### src/rtl/stp_pkg.sv
`timescale 1ns / 1ps
// ----------------------------------------------------------------------------
// stp_pkg
// shared types and constants of the trapezoidal step-rate profile generator
// ----------------------------------------------------------------------------
package stp_pkg;

    localparam int RATE_W   = 24;
    localparam int RAMP_W   = 16;
    localparam int CRUISE_W = 32;
    localparam int MINR_W   = 16;
    localparam int INC_W    = 8;
    localparam int APB_AW   = 4;
    localparam int APB_DW   = 32;

    localparam logic [RATE_W-1:0] RATE_MAX = {RATE_W{1'b1}};

    typedef enum logic {
        KIND_MOVE = 1'b0,
        KIND_TICK = 1'b1
    } t_kind;

    typedef enum logic [1:0] {
        REG_RAMP_STEPS     = 2'd0,
        REG_MIN_RATE       = 2'd1,
        REG_RATE_INCREMENT = 2'd2,
        REG_NONE           = 2'd3
    } t_reg_idx;

    typedef struct packed {
        logic [RAMP_W-1:0] ramp_steps;
        logic [MINR_W-1:0] min_rate;
        logic [INC_W-1:0]  rate_increment;
    } t_cfg;

    typedef struct packed {
        logic [RAMP_W-1:0]   accel_left;
        logic [CRUISE_W-1:0] cruise_left;
        logic [RAMP_W-1:0]   decel_left;
        logic [RATE_W-1:0]   rate;
        logic                dir_ccw;
    } t_motion;

    typedef struct packed {
        logic              rejected;
        logic              stopped;
        logic [RATE_W-1:0] step_rate;
        logic [31:0]       position;
        logic              direction_ccw;
        logic              step_pulse;
    } t_result;

    function automatic logic motion_idle(input t_motion m);
        return (m.accel_left == '0) && (m.cruise_left == '0) && (m.decel_left == '0);
    endfunction

endpackage

### src/rtl/stp_cfg_regs.sv
`timescale 1ns / 1ps
// ----------------------------------------------------------------------------
// stp_cfg_regs
// apb register file for ramp length, start rate and rate increment
// ----------------------------------------------------------------------------
module stp_cfg_regs
    import stp_pkg::*;
(
    input  logic              i_clk,
    input  logic              i_rst_n,
    input  logic              psel,
    input  logic              penable,
    input  logic              pwrite,
    input  logic [APB_AW-1:0] paddr,
    input  logic [APB_DW-1:0] pwdata,
    output logic [APB_DW-1:0] prdata,
    output logic              pready,
    output t_cfg              o_cfg
);

    t_cfg     r_cfg;
    t_cfg     n_cfg;
    t_reg_idx reg_idx;
    logic     wr_en;

    assign pready  = 1'b1;
    assign reg_idx = t_reg_idx'(paddr[3:2]);
    assign wr_en   = psel & penable & pwrite;

    always_comb begin
        n_cfg = r_cfg;
        if (wr_en) begin
            unique case (reg_idx)
                REG_RAMP_STEPS:     n_cfg.ramp_steps     = pwdata[RAMP_W-1:0];
                REG_MIN_RATE:       n_cfg.min_rate       = pwdata[MINR_W-1:0];
                REG_RATE_INCREMENT: n_cfg.rate_increment = pwdata[INC_W-1:0];
                default: ;
            endcase
        end
    end

    always_comb begin
        unique case (reg_idx)
            REG_RAMP_STEPS:     prdata = APB_DW'(r_cfg.ramp_steps);
            REG_MIN_RATE:       prdata = APB_DW'(r_cfg.min_rate);
            REG_RATE_INCREMENT: prdata = APB_DW'(r_cfg.rate_increment);
            default:            prdata = '0;
        endcase
    end

    always_ff @(posedge i_clk) begin
        if (!i_rst_n) begin
            r_cfg.ramp_steps     <= RAMP_W'(200);
            r_cfg.min_rate       <= MINR_W'(100);
            r_cfg.rate_increment <= INC_W'(1);
        end else begin
            r_cfg <= n_cfg;
        end
    end

    assign o_cfg = r_cfg;

endmodule

### src/rtl/stp_move_plan.sv
`timescale 1ns / 1ps
// ----------------------------------------------------------------------------
// stp_move_plan
// splits a move distance into accelerate, cruise and decelerate counts
// ----------------------------------------------------------------------------
module stp_move_plan
    import stp_pkg::*;
#(
    parameter int POS_WIDTH = 32
) (
    input  logic signed [31:0]          i_target,
    input  logic signed [POS_WIDTH-1:0] i_pos,
    input  t_cfg                        i_cfg,
    output logic                        o_moves,
    output t_motion                     o_mot
);

    localparam int EW = (POS_WIDTH > 32) ? POS_WIDTH : 32;
    localparam logic [EW-1:0] CRUISE_MAX = EW'(64'hFFFF_FFFF);

    logic signed [EW:0] tgt_x;
    logic signed [EW:0] pos_x;
    logic signed [EW:0] diff_fwd;
    logic signed [EW:0] diff_rev;
    logic [EW-1:0]      move_len;
    logic [EW-1:0]      twice;
    logic [EW-1:0]      cruise_long;
    logic               short_move;

    assign tgt_x    = (EW+1)'(i_target);
    assign pos_x    = (EW+1)'(i_pos);
    assign diff_fwd = tgt_x - pos_x;
    assign diff_rev = pos_x - tgt_x;
    assign move_len = diff_fwd[EW] ? diff_rev[EW-1:0] : diff_fwd[EW-1:0];
    assign o_moves  = (diff_fwd != '0);

    assign twice       = EW'({i_cfg.ramp_steps, 1'b0});
    assign short_move  = (move_len <= twice);
    assign cruise_long = move_len - twice;

    always_comb begin
        o_mot.dir_ccw = diff_fwd[EW];
        o_mot.rate    = RATE_W'(i_cfg.min_rate);
        if (short_move) begin
            o_mot.accel_left  = move_len[RAMP_W:1];
            o_mot.decel_left  = move_len[RAMP_W:1];
            o_mot.cruise_left = CRUISE_W'(move_len[0]);
        end else begin
            o_mot.accel_left  = i_cfg.ramp_steps;
            o_mot.decel_left  = i_cfg.ramp_steps;
            o_mot.cruise_left = (cruise_long > CRUISE_MAX) ? {CRUISE_W{1'b1}}
                                                           : cruise_long[CRUISE_W-1:0];
        end
    end

endmodule

### src/rtl/stp_tick_step.sv
`timescale 1ns / 1ps
// ----------------------------------------------------------------------------
// stp_tick_step
// one step-timer tick: phase countdown, position advance and rate ramp
// ----------------------------------------------------------------------------
module stp_tick_step
    import stp_pkg::*;
#(
    parameter int POS_WIDTH = 32
) (
    input  t_motion                     i_mot,
    input  logic signed [POS_WIDTH-1:0] i_pos,
    input  logic [INC_W-1:0]            i_inc,
    output logic                        o_step,
    output t_motion                     o_mot,
    output logic signed [POS_WIDTH-1:0] o_pos
);

    logic [RATE_W:0]   rate_up;
    logic [RATE_W-1:0] inc_x;
    logic [RATE_W-1:0] rate_acc;
    logic [RATE_W-1:0] rate_dec;
    logic signed [POS_WIDTH-1:0] pos_adv;

    assign inc_x    = RATE_W'(i_inc);
    assign rate_up  = {1'b0, i_mot.rate} + {1'b0, inc_x};
    assign rate_acc = rate_up[RATE_W] ? RATE_MAX : rate_up[RATE_W-1:0];
    assign rate_dec = (i_mot.rate >= inc_x) ? (i_mot.rate - inc_x) : '0;
    assign pos_adv  = i_mot.dir_ccw ? (i_pos - POS_WIDTH'(1)) : (i_pos + POS_WIDTH'(1));

    always_comb begin
        o_mot  = i_mot;
        o_pos  = i_pos;
        o_step = 1'b1;
        priority if (i_mot.accel_left != '0) begin
            o_pos            = pos_adv;
            o_mot.rate       = rate_acc;
            o_mot.accel_left = i_mot.accel_left - RAMP_W'(1);
        end else if (i_mot.cruise_left != '0) begin
            o_pos             = pos_adv;
            o_mot.cruise_left = i_mot.cruise_left - CRUISE_W'(1);
        end else if (i_mot.decel_left != '0) begin
            o_pos            = pos_adv;
            o_mot.rate       = rate_dec;
            o_mot.decel_left = i_mot.decel_left - RAMP_W'(1);
        end else begin
            o_step = 1'b0;
        end
    end

endmodule

### src/rtl/stepper_trapezoid_profile_core.sv
`timescale 1ns / 1ps
// ----------------------------------------------------------------------------
// stepper_trapezoid_profile_core
// trapezoidal step-rate profile generator: move commands and step ticks in,
// one status word out per item
//
//   channel   dir   handshake             content
//   s_axis    in    tvalid/tready         tuser kind, tdata target_position
//   m_axis    out   tvalid/tready         tdata status word
//   apb       in    psel/penable/pwrite   ramp_steps, min_rate, rate_increment
//
// one word per cycle sustained while m_axis is not stalled; input register,
// then planner/tick logic into the state and output registers
// the input register refills while the output register waits, so a stalled
// m_axis holds at most two words inside the block
// synchronous active-low reset clears state and loads register defaults
// ----------------------------------------------------------------------------
module stepper_trapezoid_profile_core
    import stp_pkg::*;
#(
    parameter int POS_WIDTH = 32
) (
    input  logic              i_clk,
    input  logic              i_rst_n,
    input  logic              i_s_axis_tvalid,
    output logic              o_s_axis_tready,
    input  logic [31:0]       i_s_axis_tdata,   // target_position[31:0]
    input  logic              i_s_axis_tuser,   // kind[0]
    output logic              o_m_axis_tvalid,
    input  logic              i_m_axis_tready,
    // step_pulse[0], direction_ccw[1], position[33:2], step_rate[57:34],
    // stopped[58], rejected[59], zero[63:60]
    output logic [63:0]       o_m_axis_tdata,
    input  logic              psel,
    input  logic              penable,
    input  logic              pwrite,
    input  logic [APB_AW-1:0] paddr,
    input  logic [APB_DW-1:0] pwdata,
    output logic [APB_DW-1:0] prdata,
    output logic              pready
);

    localparam int EW = (POS_WIDTH > 32) ? POS_WIDTH : 32;

    t_cfg cfg;

    logic               r_in_valid;
    t_kind              r_in_kind;
    logic signed [31:0] r_in_target;

    t_motion                     r_mot;
    t_motion                     n_mot;
    logic signed [POS_WIDTH-1:0] r_pos;
    logic signed [POS_WIDTH-1:0] n_pos;

    logic    r_out_valid;
    t_result r_out;
    t_result n_out;

    logic    advance;
    logic    plan_moves;
    t_motion plan_mot;
    logic    tick_step;
    t_motion tick_mot;
    logic signed [POS_WIDTH-1:0] tick_pos;
    logic    step_pulse;
    logic    rejected;
    logic signed [EW-1:0] pos_x;

    stp_cfg_regs u_cfg (
        .i_clk   (i_clk),
        .i_rst_n (i_rst_n),
        .psel    (psel),
        .penable (penable),
        .pwrite  (pwrite),
        .paddr   (paddr),
        .pwdata  (pwdata),
        .prdata  (prdata),
        .pready  (pready),
        .o_cfg   (cfg)
    );

    stp_move_plan #(.POS_WIDTH(POS_WIDTH)) u_plan (
        .i_target (r_in_target),
        .i_pos    (r_pos),
        .i_cfg    (cfg),
        .o_moves  (plan_moves),
        .o_mot    (plan_mot)
    );

    stp_tick_step #(.POS_WIDTH(POS_WIDTH)) u_tick (
        .i_mot  (r_mot),
        .i_pos  (r_pos),
        .i_inc  (cfg.rate_increment),
        .o_step (tick_step),
        .o_mot  (tick_mot),
        .o_pos  (tick_pos)
    );

    assign advance         = r_in_valid & (~r_out_valid | i_m_axis_tready);
    assign o_s_axis_tready = ~r_in_valid | advance;
    assign o_m_axis_tvalid = r_out_valid;
    assign o_m_axis_tdata  = 64'(r_out);

    always_comb begin
        n_mot      = r_mot;
        n_pos      = r_pos;
        step_pulse = 1'b0;
        rejected   = 1'b0;
        unique case (r_in_kind)
            KIND_MOVE: begin
                if (!motion_idle(r_mot)) begin
                    rejected = 1'b1;
                end else if (plan_moves) begin
                    n_mot = plan_mot;
                end
            end
            KIND_TICK: begin
                n_mot      = tick_mot;
                n_pos      = tick_pos;
                step_pulse = tick_step;
            end
            default: ;
        endcase
    end

    assign pos_x = EW'(n_pos);

    always_comb begin
        n_out.step_pulse    = step_pulse;
        n_out.direction_ccw = n_mot.dir_ccw;
        n_out.position      = pos_x[31:0];
        n_out.step_rate     = n_mot.rate;
        n_out.stopped       = motion_idle(n_mot);
        n_out.rejected      = rejected;
    end

    always_ff @(posedge i_clk) begin
        if (!i_rst_n) begin
            r_in_valid  <= 1'b0;
            r_out_valid <= 1'b0;
            r_mot       <= '0;
            r_pos       <= '0;
        end else begin
            if (o_s_axis_tready) begin
                r_in_valid <= i_s_axis_tvalid;
            end
            if (advance) begin
                r_out_valid <= 1'b1;
                r_mot       <= n_mot;
                r_pos       <= n_pos;
            end else if (i_m_axis_tready) begin
                r_out_valid <= 1'b0;
            end
        end
    end

    always_ff @(posedge i_clk) begin
        if (o_s_axis_tready && i_s_axis_tvalid) begin
            r_in_kind   <= t_kind'(i_s_axis_tuser);
            r_in_target <= i_s_axis_tdata;
        end
        if (advance) begin
            r_out <= n_out;
        end
    end

endmodule
### config.mk
export PLATFORM = sky130hd
export DESIGN_NAME = stepper_trapezoid_profile_core
export DESIGN_NICKNAME = d
export VERILOG_FILES = /design/src/rtl/stp_pkg.sv /design/src/rtl/stp_cfg_regs.sv /design/src/rtl/stp_move_plan.sv /design/src/rtl/stp_tick_step.sv /design/src/rtl/stepper_trapezoid_profile_core.sv
export SDC_FILE = /design/constraint.sdc
export NUM_CORES = 1
export LEC_CHECK = 0
export ABC_CLOCK_PERIOD_IN_PS = 6950
export BUFFER_PORTS_ARGS = -buffer_cell sky130_fd_sc_hd__buf_2
export CAP_MARGIN = 20
export CORE_MARGIN = 2
export CORE_UTILIZATION = 35
export DETAILED_ROUTE_END_ITERATION = 10
export MAX_ROUTING_LAYER = met4
export PLACE_DENSITY = 0.51
export SLEW_MARGIN = 15
export SYNTH_ARGS = -nofsm -noshare
export SYNTH_HDL_FRONTEND = slang
export SYNTH_SLANG_ARGS = --single-unit
export TNS_END_PERCENT = 1
### constraint.sdc
create_clock -name i_clk -period 6.95 [get_ports i_clk]
set_input_delay 0.695 -clock i_clk [delete_from_list [all_inputs] [get_ports i_clk]]
set_output_delay 0.695 -clock i_clk [all_outputs]
set_load 0.03 [all_outputs]
# Yosys cells after proc, flatten, opt, wreduce, memory -nomap -nowiden
# Index checks and enable logic that the tools add are counted.
[totals]
register_bits = 256
output_inout_bits = 99
elab_cells = 88
inputBits = 76
[op_classes]
add_sub_neg = 10
order_cmp = 3
n_reduce_logical = 20
n_eq_ne = 2
bitwise = 8
mux = 26
[ops]
columns = ["op", "count"]
rows = [
  ["$mux 32", 8],
  ["$mux 89", 2],
  ["$pmux 89 s2", 1],
  ["$mux 40", 2],
  ["$mux 24", 3],
  ["$logic_not 16->1", 4],
  ["$logic_not 32->1", 2],
  ["$mux 64", 1],
  ["$mux 48", 1],
  ["$pmux 16 s3", 1],
  ["$reduce_bool 33->1", 1],
  ["$sub 32x32->33", 1],
  ["$add 32x2->32 const B", 1],
  ["$gt 32x32->1 const B", 1],
  ["$le 32x17->1", 1],
  ["$reduce_bool 16->1", 2],
  ["$reduce_bool 32->1", 1],
  ["$sub 16x1->16 const B", 2],
  ["$sub 32x1->32 const B", 1],
  ["$sub 32x17->32", 1],
  ["$sub 32x2->32 const B", 1],
  ["$sub 32x32->32", 1],
  ["$add 24x8->25", 1],
  ["$ge 24x8->1", 1],
  ["12 further kinds", 28],
]

# Depth between registers and ports, before layout
[logic_depth]
depth_word = 12
mapped_depth = 33
mapped_depth_nobuf = 29

# Hierarchy
# A second synthesis with hierarchy kept.
[unflattened]
cells_unflattened = 2974
area_unflattened_um2 = 24186.9
[modules_own_cells]
columns = ["mod", "cells_per_inst", "seq_area_each_um2", "instances", "area_each_um2"]
rows = [
  ["stepper_trapezoid_profile_core", 955, 5255.0, 1, 10234.8],
  ["stp_move_plan", 971, 0.0, 1, 6419.9],
  ["stp_tick_step", 825, 0.0, 1, 5512.8],
  ["stp_cfg_regs", 223, 800.8, 1, 2019.4],
]

# Least setup slack after synthesis
# No wires, ideal clock.
[synth_timing]
path_type = "register to register"
from = "register r_in_target[0]"
to = "register r_out (netlist bit o_m_axis_tdata[58]) (data pin)"
path_stages_with_launch = 33
setup_ns = 0.134
path_slack_ns = -0.553
required_time_ns = 6.816
t_arrival_ns = 7.370
path_buffers = 4
path_cell_list = "edfxtp_1 > inv_1 > ha_1 > inv_1 > fa_1 > nand3_2 > a211oi_2 > nand4bb_4 > a211oi_2 > o31a_1 > buf_2 > buf_1 > clkbuf_1 > buf_1 > mux2i_1 > ha_1 > inv_1 > fa_1 > a21oi_1 > o211a_1 > o21bai_1 > a21oi_1 > o21a_1 > o21ai_0 > o41ai_1 > o21ai_0 > nor4b_1 > nand2_1 > xor2_1 > o21ai_1 > or4_1 > nor4_1 > and4_1"
[synth_lines]
columns = ["element", "line", "source"]
rows = [
  ["from (decl)", "stepper_trapezoid_profile_core.sv:49", "logic signed [31:0] r_in_target;"],
  ["from (signal assigned)", "stepper_trapezoid_profile_core.sv:161", "r_in_target <= i_s_axis_tdata;"],
  ["to (signal assigned)", "stepper_trapezoid_profile_core.sv:164", "r_out <= n_out;"],
  ["to (decl)", "stepper_trapezoid_profile_core.sv:57", "t_result r_out;"],
]

==> results.md <==
* Commonest cells post-synth: nand2_1 (342), a21oi_1 (243), nor2_1 (235)
* Initial antenna violation count at 0
* Num rows at 89
* Post-synth EDFFs at 93
* Ant. Diodes at 0
* Clock-pin slew on the worst setup and hold paths at 60 ps
* Synth top area share at 15.5%
* WHS at 305 ps
* Clock skew at 15.9 ps
* Core area at 59,200 um2
* Worst stage delay on the critical path at 590 ps
* Final setup margin at 235 ps
* Fillers at 6,039
* Slew Limit Fails at 0
* Gpl congestion at 0.971
* CP Launch Type: register
* Crit path buf inv count at 6
* Largest net degree at the start of global routing at 97
* Power Dens Cells at 215 nW/um2
* Syn Area/Cell at 7.69 um2
* Syn Std Cell Area at 21,100 um2
* Port Buffers at 135
* Die Span Y at 249 um
* Total CTS buffers at 34
* CTS Root Buffer Type: clkbuf_16
* Setup TNS at 0 ps
* Relative slew slack at 26.3%
* Post-DRT Antenna Nets at 0
* Largest area contributor in the netlist: dfxtp_1
* Register bit total from synthesis at 256
* H-tree Lvls at 2
* Residual DRC at 0
* Hold Crit Class: input pin to register
* Vias per inst at 5.58
* Crit. End Element: register
* Core Util, Final at 44.0%
* WP data required at 7390 ps
* Most common cell in the netlist: nand2_1
* Distinct cell type count after synthesis at 98
* Die Width at 249 um
* Worst-margin pin slew at 1110 ps
* Worst-Skew Late Latency at 570 ps
* Crit path max-delay family: simple AND/OR/NAND/NOR gates
* DR pass1 iterations at 7
* Total power at 5.60 mW
* Cells after Synth at 2,737
* Ys flop type: dfxtp_1
* P_leak at 10.7 nW
* Fin crit period at 6710 ps
* RSZ-0062 raised after global routing: true
* Ports at 175
* Slowest cell on crit path: or4b_4
* Number of global-route vias before repair at 20,700
* Routed WL per cell at 20.1 um
* Hold Vio Cnt, Final at 0
* Ys async rst share at 0%
* Max-Cap Viols at 0
* Total gr overflow at 0
* Gr usage total at 25.1%
* Routed WL at 78,100 um
* Crit path DAT at 7160 ps
* DR iter-0 viols at 1,840
* Area of the multi-input gates at 14,200 um2
* Final Setup Violations at 0
* Final HPWL DP at 59,400 um
* Critical path type: register to register
* Largest buffer count on any clock path at 3
* Nets at 3,302
* Crit Path Max Fanout at 6
* Pre-CTS setup slack at -497 ps
* CTS Hold Bufs at 0
* Fin crit share at 96.6%
* Layout cells sized above 1 at 20.3%
* Vias at 21,700
* Yosys Warn Count at 0
* First-pass GRT wire length at 121,000 um
* Clock sink count at 256
* TritonCTS clock tree: done
* Initial Util at 35.5%
* Register area at 6060 um2
* Highest Clock Rate at 149 MHz
* Synth-to-Final Area Change at 23.7%
* Seq/Total Area, Yosys at 28.8%
* Top cells by area, synth: dfxtp_1 (16%), edfxtp_1 (13%), ha_1 (7.7%)
* Outcome: complete, no violations
* Die ar. at 62,100 um2
* VDD IR max at 0.000150 V
[sequential cells by signal, summed over array words and instances, names as in the netlist]
register	flops
o_m_axis_tvalid	1
r_in_kind	1
r_mot	89
r_in_target	32
u_cfg.o_cfg	40
o_m_axis_tdata	60
r_in_valid	1
r_pos	32
[per-layer routing]
layer	share of wire [%]	vias to the layer above	global-route usage (%)
met5	0	-	-
met4	2.1	0	6.40
met3	4.7	94	2.69
met2	48	610	41.5
met1	45	10400	32.6
li1	-	10600	-
[cells by family after synthesis]
family | synth area share (%)
compound gates | 24.5
xor+xnor | 5.74
fa+ha+maj | 8.30
buf+inv | 6.28
flops | 28.8
mux | 3.11
other cells | 0.0357
simple gates | 23.2
[layout make-up]
| class | instances | area share, % |
|---|---|---|
| Multi-Input combinational cell | 2178 | 54.4 |
| Tap cell | 773 | 3.71 |
| Sequential cell | 256 | 23.3 |
| Inverter | 154 | 2.25 |
| Clock buffer | 49 | 3.79 |
| Clock inverter | 12 | 0.303 |
| Timing Repair Buffer | 466 | 12.3 |
[placed cells by master (no fill, tap or decap), types with 13 or more instances in the layout]
cell,n
a21o_1,52
and3_1,21
nor2b_1,21
conb_1,21
o21ai_0,167
a21oi_1,235
nor3_1,87
a211oi_1,53
nand2b_1,23
mux2i_1,52
o211ai_1,23
or3_1,29
nand3_1,74
or4_1,16
o21a_1,31
buf_2,135
and2_1,29
edfxtp_1,93
nor2_1,234
nand4_1,32
buf_4,324
clkbuf_16,34
xor2_1,43
a31oi_1,27
ha_1,124
o31ai_1,21
nor4_1,39
nand2_1,340
inv_1,149
xnor2_1,85
o21bai_1,13
dfxtp_1,163
[power breakdown]
part	internal, mW	switching (mW)	total [mW]
combinational	0.881	1.30	2.18
sequential	1.63	0.0560	1.69
clock	0.991	0.740	1.73
[worst paths after layout]
| path | from | end | slack (ps) | depth (start not counted) |
|---|---|---|---|---|
| setup / recovery | r_in_target[0]$_DFFE_PP_ | o_m_axis_tdata[58]$_DFFE_PP_ | 240 | 32 |
| hold / removal | i_s_axis_tdata[30] | r_in_target[30]$_DFFE_PP_ | 300 | 1 |
| setup reg to reg | r_in_target[0]$_DFFE_PP_ | o_m_axis_tdata[58]$_DFFE_PP_ | 240 | 32 |
| hold reg to reg | u_cfg.o_cfg[9]$_SDFFE_PN0P_ | u_cfg.o_cfg[9]$_SDFFE_PN0P_ | 480 | 2 |
[worst register-to-register path: cells and delay by family (launching register included)]
| family | cells | cell delay (ps) |
|---|---|---|
| buf+inv | 6 | 690 |
| compound gates | 11 | 1710 |
| simple gates | 10 | 2430 |
| flops | 1 | 390 |
| mux | 1 | 320 |
| xor+xnor | 1 | 120 |
| fa+ha+maj | 3 | 930 |
[repair_timing]
item / in CTS / in global routing
setup buffers: 14 / 13
hold endpoints to repair: 0 / 0
resized for setup: 22 / 57
pin swaps: 22 / 36
endpoints found under the setup margin: 13 / 6
[metrics by stage]
| stage | instance area (um2) | std cells |
|---|---|---|
| finish | 26000 | 3888 |
| global route | 26000 | 3888 |
| CTS | 25700 | 3874 |
| detailed placement | 24400 | 3799 |
| global placement | 24400 | 3799 |
| floorplan | 21200 | 2756 |
Power figures use the tool's default switching activity.
